**src/sv/rse_pkg.sv**
```systemverilog
// Package for the row softmax engine: shared types, constants and functions.
`default_nettype none
package rse_pkg;

  localparam int MAX_ROW = 64;
  localparam int IDX_W   = $clog2(MAX_ROW);
  localparam int LEN_W   = 7;
  localparam int SCORE_W = 16;
  localparam int VALUE_W = 17;
  localparam int TOTAL_W = 23;

  localparam logic CFG_MODE = 1'b0;
  localparam logic CFG_LEN  = 1'b1;

  // Taylor terms of exp(-1/256) in Q0.56: term_k = term_(k-1) / (256 k), truncated
  localparam logic [63:0] TAY_0 = 64'd1 << 56;
  localparam logic [63:0] TAY_1 = TAY_0 / 64'd256;
  localparam logic [63:0] TAY_2 = TAY_1 / 64'd512;
  localparam logic [63:0] TAY_3 = TAY_2 / 64'd768;
  localparam logic [63:0] TAY_4 = TAY_3 / 64'd1024;
  localparam logic [63:0] TAY_5 = TAY_4 / 64'd1280;
  localparam logic [63:0] TAY_6 = TAY_5 / 64'd1536;
  localparam logic [63:0] TAY_7 = TAY_6 / 64'd1792;
  localparam logic [63:0] TAY_8 = TAY_7 / 64'd2048;

  // exp(-1/256) in Q0.32, alternating sum rounded
  localparam logic [63:0] EXP_E1 = ((TAY_0 + TAY_2 + TAY_4 + TAY_6 + TAY_8)
                                   - (TAY_1 + TAY_3 + TAY_5 + TAY_7)
                                   + (64'd1 << 23)) >> 24;

  // exp(-2^i/256) in Q0.32, i = 0..11, with the same roundings as the repeated squaring
  function automatic logic [32:0] exp_factor(input int i);
    logic [63:0] f;
    logic [127:0] sq;
    begin
      f = EXP_E1;
      for (int j = 0; j < 12; j++) begin
        if (j < i) begin
          sq = 128'(f) * 128'(f) + (128'd1 << 31);
          f = sq[95:32];
        end
      end
      exp_factor = f[32:0];
    end
  endfunction

  // one factor per bit of the exp argument
  localparam logic [11:0][32:0] EXP_F = {
    exp_factor(11), exp_factor(10), exp_factor(9), exp_factor(8),
    exp_factor(7),  exp_factor(6),  exp_factor(5), exp_factor(4),
    exp_factor(3),  exp_factor(2),  exp_factor(1), exp_factor(0)
  };

  typedef enum logic [3:0] {
    ST_FILL,
    ST_SUM_RD,
    ST_SUM_EXP,
    ST_LN_START,
    ST_LN_WAIT,
    ST_OUT_RD,
    ST_OUT_EXP,
    ST_OUT_CALC,
    ST_OUT_HOLD
  } state_t;

  // shared unit command
  typedef enum logic [1:0] {
    OP_EXP,
    OP_LN,
    OP_DIV
  } op_t;

  typedef struct packed {
    logic        start;
    op_t         op;
  } unit_ctl_t;

endpackage
`default_nettype wire

```
**src/sv/rse_unit.sv**
```systemverilog
// Shared multi-cycle arithmetic unit: exp(-n), ln(total) and divide.
`default_nettype none
module rse_unit
  import rse_pkg::*;
(
  input  wire logic               clk,
  input  wire logic               rst_n,
  input  wire unit_ctl_t          ctl,
  input  wire logic [15:0]        n_in,
  input  wire logic [TOTAL_W-1:0] total_in,
  input  wire logic [16:0]        term_in,
  output logic                    busy,
  output logic [31:0]             result
);

  logic        busy_r, busy_nxt;
  op_t         op_r, op_nxt;
  logic [5:0]  step_r, step_nxt;
  logic [33:0] acc_r, acc_nxt;     // exp accumulator Q1.32 / ln mantissa Q1.31 (33 bits)
  logic [15:0] n_r, n_nxt;
  logic [31:0] l2_r, l2_nxt;
  logic [39:0] rem_r, rem_nxt;
  logic [TOTAL_W-1:0] div_r, div_nxt;
  logic [31:0] res_r, res_nxt;
  logic [67:0] prod;
  logic [33:0] mul_a, mul_b;
  logic [33:0] half_m;
  logic [4:0]  top;
  logic [40:0] rdiff;

  assign busy   = busy_r;
  assign result = res_r;

  always_comb begin
    top = '0;
    for (int b = 0; b < TOTAL_W; b++) begin
      if (total_in[b]) top = 5'(b);
    end
  end

  always_comb begin
    mul_a = acc_r;
    mul_b = (op_r == OP_LN) ? acc_r : 34'(EXP_F[step_r[3:0]]);
    prod  = mul_a * mul_b;
  end

  always_comb begin
    busy_nxt = busy_r;
    op_nxt   = op_r;
    step_nxt = step_r;
    acc_nxt  = acc_r;
    n_nxt    = n_r;
    l2_nxt   = l2_r;
    rem_nxt  = rem_r;
    div_nxt  = div_r;
    res_nxt  = res_r;
    half_m   = '0;
    rdiff    = '0;
    if (!busy_r) begin
      if (ctl.start) begin
        op_nxt   = ctl.op;
        busy_nxt = 1'b1;
        step_nxt = '0;
        case (ctl.op)
          OP_EXP: begin
            acc_nxt = 34'd1 << 32;
            n_nxt   = n_in;
            if (n_in >= 16'd4096) begin
              busy_nxt = 1'b0;
              res_nxt  = '0;
            end
          end
          OP_LN: begin
            acc_nxt = 34'(total_in) << (5'd31 - top);
            l2_nxt  = 32'(32'(top) - 32'd16) << 16;
            if (total_in < 23'd65536) begin
              busy_nxt = 1'b0;
              res_nxt  = '0;
            end
          end
          OP_DIV: begin
            rem_nxt = 40'({term_in, 16'd0}) + 40'(total_in >> 1);
            div_nxt = total_in;
            res_nxt = '0;
            if (total_in == '0) busy_nxt = 1'b0;
          end
          default: busy_nxt = 1'b0;
        endcase
      end
    end else begin
      case (op_r)
        OP_EXP: begin
          if (n_r[step_r[3:0]]) acc_nxt = 34'((prod + (68'd1 << 31)) >> 32);
          step_nxt = step_r + 6'd1;
          if (step_r == 6'd11) begin
            busy_nxt = 1'b0;
            res_nxt  = 32'((acc_nxt + 34'd32768) >> 16);
          end
        end
        OP_LN: begin
          if (step_r < 6'd16) begin
            half_m = 34'(prod >> 31);
            if (half_m[32]) begin
              l2_nxt = l2_r | (32'd1 << (5'd15 - step_r[4:0]));
              half_m = half_m >> 1;
            end
            acc_nxt  = half_m;
            step_nxt = step_r + 6'd1;
          end else begin
            // final scale by ln2 (Q0.32 constant); 32x32 product
            res_nxt  = 32'((64'(l2_r) * 64'hB17217F8 + (64'd1 << 39)) >> 40);
            busy_nxt = 1'b0;
          end
        end
        OP_DIV: begin
          // restoring division, one quotient bit per cycle, 17 quotient bits
          rdiff = {1'b0, rem_r} - (41'(div_r) << (6'd16 - step_r));
          if (!rdiff[40]) begin
            rem_nxt = rdiff[39:0];
            res_nxt = res_r | (32'd1 << (5'd16 - step_r[4:0]));
          end
          step_nxt = step_r + 6'd1;
          if (step_r == 6'd16) busy_nxt = 1'b0;
        end
        default: busy_nxt = 1'b0;
      endcase
    end
  end

  always_ff @(posedge clk) begin
    if (!rst_n) begin
      busy_r <= 1'b0;
      op_r   <= OP_EXP;
      step_r <= '0;
    end else begin
      busy_r <= busy_nxt;
      op_r   <= op_nxt;
      step_r <= step_nxt;
    end
    acc_r <= acc_nxt;
    n_r   <= n_nxt;
    l2_r  <= l2_nxt;
    rem_r <= rem_nxt;
    div_r <= div_nxt;
    res_r <= res_nxt;
  end

endmodule
`default_nettype wire

```
**config.mk**
```make
export PLATFORM = sky130hd
export DESIGN_NAME = rse_unit
export DESIGN_NICKNAME = d
export VERILOG_FILES = /design/src/sv/rse_pkg.sv /design/src/sv/rse_unit.sv
export SDC_FILE = /design/constraint.sdc
export NUM_CORES = 2
export LEC_CHECK = 0
export BUFFER_PORTS_ARGS = -buffer_cell sky130_fd_sc_hd__buf_2
export CORE_ASPECT_RATIO = 0.75
export CORE_MARGIN = 2
export CORE_UTILIZATION = 30
export CTS_CLUSTER_SIZE = 20
export DETAILED_ROUTE_END_ITERATION = 8
export HOLD_SLACK_MARGIN = 0.08
export SLEW_MARGIN = 15
export SYNTH_ARGS = -nofsm -noshare
export SYNTH_HDL_FRONTEND = slang
export SYNTH_SLANG_ARGS = --single-unit
```
**constraint.sdc**
```tcl
create_clock -name clk -period 27.3 [get_ports clk]
set_input_delay 2.73 -clock clk [delete_from_list [all_inputs] [get_ports clk]]
set_output_delay 2.73 -clock clk [all_outputs]
set_load 0.02 [all_outputs]
```
==> metrics.md <==
| Metric | Value |
|---|---|
| Largest cells by area after synthesis | fa_1, ha_1, inv_1, edfxtp_1, nand2_1 |
| Hold path startpoint | op_r[1] |
| Row count | roughly 150 |
| WL final | 231000 um |
| DIE HEIGHT | between 400 and 500 um |
| Worst skew pair latency | just over 600 ps |
| Ys async rst share | 0% |
| Hold Buf Count CTS | 0 |
| Slew @ Worst Pin | 1130 ps |
| # DRC | 0 |
| Hold Path Class | reg -> reg |
| TritonCTS clock tree | built |
| Crit start category | flip-flop |
| Synthesized area | 69900 um^2 |
| Setup Crit Path Kind | reg -> reg |
| Clock transition at the registers of the reported paths | ~70 ps |
| Post-synth EDFFs | between 150 and 200 |
| Die area | roughly 240000 um^2 |
| Remaining antenna violation count | 0 |
| Fraction of layout cells with a size suffix above 1 | between 5 and 6% |
| Most common cell after layout, fill and taps aside | inv_1 |
| H-Tree Depth | 1 |
| Cells after Synth | just under 8000 |
| Fin nets | roughly 9700 |
| R2r worst-path depth | 37 |
| Avg WL per Cell | 21.5 um |
| R2r startpoint | op_r[0] |
| # fillers | about 24000 |
| Max Slew Vio Count | 0 |
| Placement Setup Slack | between 10000 and 15000 ps |
| Slowest CP cell | mux2_2 |
| Synth warnings | 0 |
| Crit path DAT | approximately 14000 ps |
| Synth top area share | 39.6% |
| Clock buffer depth | 3 |
| Antenna violations before repair | 10 |
| Status | completed |
| Largest net degree at the start of global routing | 76 |
| Hold Path Cell Cnt | 2 |
| CTS sink cnt | 218 |
| Net Count, Synth | roughly 9900 |
| Vias | 54700 |
| Syn-to-layout area delta | 6.77% |
| Setup violators final | 0 |
| Critical Path RT | between 20000 and 30000 ps |
| Max FO, Critical Path | a little under 60 |
| Reg2reg setup slack | 13880 ps |
| Post-synthesis sequential area ratio | under 10% |
| Die X | 561 um |
| Final Skew | between 20 and 25 ps |
| Most Frequent Cell on Critical Path | fa_1 |
| I/O pin count | 94 |
| # placed instances | ~11000 |
| FF-to-FF End | result[17] |
| Final GP Congestion | 0.956 |
| Fin. Hold Viols | 0 |
| RSZ-0062 raised after global routing | false |
| DP HPWL | approximately 180000 um |
| Port bufs | between 90 and 100 |
| Starting DRT DRC Count | roughly 5500 |
| Final std cell area, no fill | 74700 um^2 |
| Post-CTS setup buffer count | 0 |
| Fin crit share | 49.1% |
| Post-CTS sizing | 0 |
| Total GRT Usage | roughly a fifth |
| Starting density of the core | 30.2% |
| Max_slew headroom | 24.7% |
| DR pass1 iterations | 6 |
| Core area | approximately 230000 um^2 |
| Worst setup margin | 13880 ps |
| Post-route non-filler standard cell count | between 10000 and 15000 |
| Worst Setup End Kind | flip-flop |
| First-pass GRT wire length | 357000 um |
| Fmax | 74.5 MHz |
| Syn_area_per_cell | 9.05 um^2 |
| Setup TNS | 0 ps |
| Crit-path max cell delay | ~1000 ps |
| Post-placement cell area | between 70000 and 80000 um^2 |
| TritonCTS Buffers | 27 |
| Yosys reg bits | 218 |
| Clock root buffer | clkbuf_16 |
| Area leader, netlist | fa_1 |
| Top FF cell, synth | edfxtp_1 |
| Hold endpoint | op_r[1] |
| Yosys cell types | about 100 |
| Vias per cell | 5.11 |
| Vias in the first global route | 57400 |
| Gr ovfl total | 0 |
| Tmin final | about 13000 ps |
| Most frequent cells in the layout | inv_1, fa_1, nand2_1 |
| Max-cap violations | 0 |
## cell usage after synthesis (35+ instances only)
cell type	instances
and3_1	56
dfxtp_1	41
xnor2_1	102
nand2_1	936
and2_1	433
a21oi_1	266
nor2_1	210
o21a_1	35
nor2b_1	123
a21o_1	76
mux2_2	52
o21ai_0	180
ha_1	677
a211oi_1	41
nor3_1	61
nand4_1	43
nand3_1	80
xor2_1	52
inv_1	1708
o211ai_1	52
nand2b_1	40
clkbuf_1	327
edfxtp_1	177
a31oi_1	44
mux2i_1	86
fa_1	1383
## final cells by class
class | instances | area [um^2] | share of cell area (%)
clock inverters | 22 | 211 | 0.283
well taps | 3100 | 3880 | 5.20
inverters | 1710 | 6420 | 8.60
flip-flops and latches | 218 | 6140 | 8.23
clock buffers | 28 | 679 | 0.910
multi-input cells | 5434 | 56100 | 75.1
repair buffers | 191 | 1220 | 1.64
diodes | 2 | 5.00 | 0.00670
## per-stage QoR
stage | util [%] | hold slack, ps
final | 32.2 | 520
after detailed placement | 31.8 | 511
after floorplan | - | 476
after global placement | 31.8 | 502
after global routing | 32.2 | 551
after CTS | 32.2 | 520
## critical path, delay by kind of cell, from the launching register on
kind,cells,cell delay [ps]
fa+ha+maj,11,5430
simple gates,10,3040
compound gates,7,1430
mux,1,1040
buf+inv,6,940
xor+xnor,2,700
flops,1,460
## routing by layer
metal | share of wire [%] | global-route usage, % | up-vias
li1 | - | - | 23800
met1 | 45 | 28.8 | 27900
met2 | 42 | 28.5 | 2662
met3 | 11 | 4.74 | 354
met4 | 2.6 | 4.48 | 2
met5 | 0.0061 | 0 | -
## how the worst max path moves through the flow
stage / from / endpoint / slack [ps] / depth (start not counted)
2_1_floorplan: op_r[0] / l2_r[0] / 15480 / 34
3_3_place_gp: op_r[0] / result[17] / 14280 / 40
3_5_place_dp: op_r[0] / result[17] / 14070 / 37
4_1_cts: op_r[0] / result[17] / 14050 / 37
5_1_grt: op_r[0] / result[17] / 13300 / 37
6_report: op_r[0] / result[17] / 13880 / 37
## logic make-up after synthesis
group	Yosys count	share of synthesized area [%]
flops	218	8.78
buf+inv	2077	11.2
xor+xnor	156	1.98
compound gates	942	8.81
simple gates	2123	15.0
mux	153	2.55
fa+ha+maj	2060	51.7
Power is not shown: default switching activity piles up to over one toggle a cycle in this logic, so the estimate is an artifact.
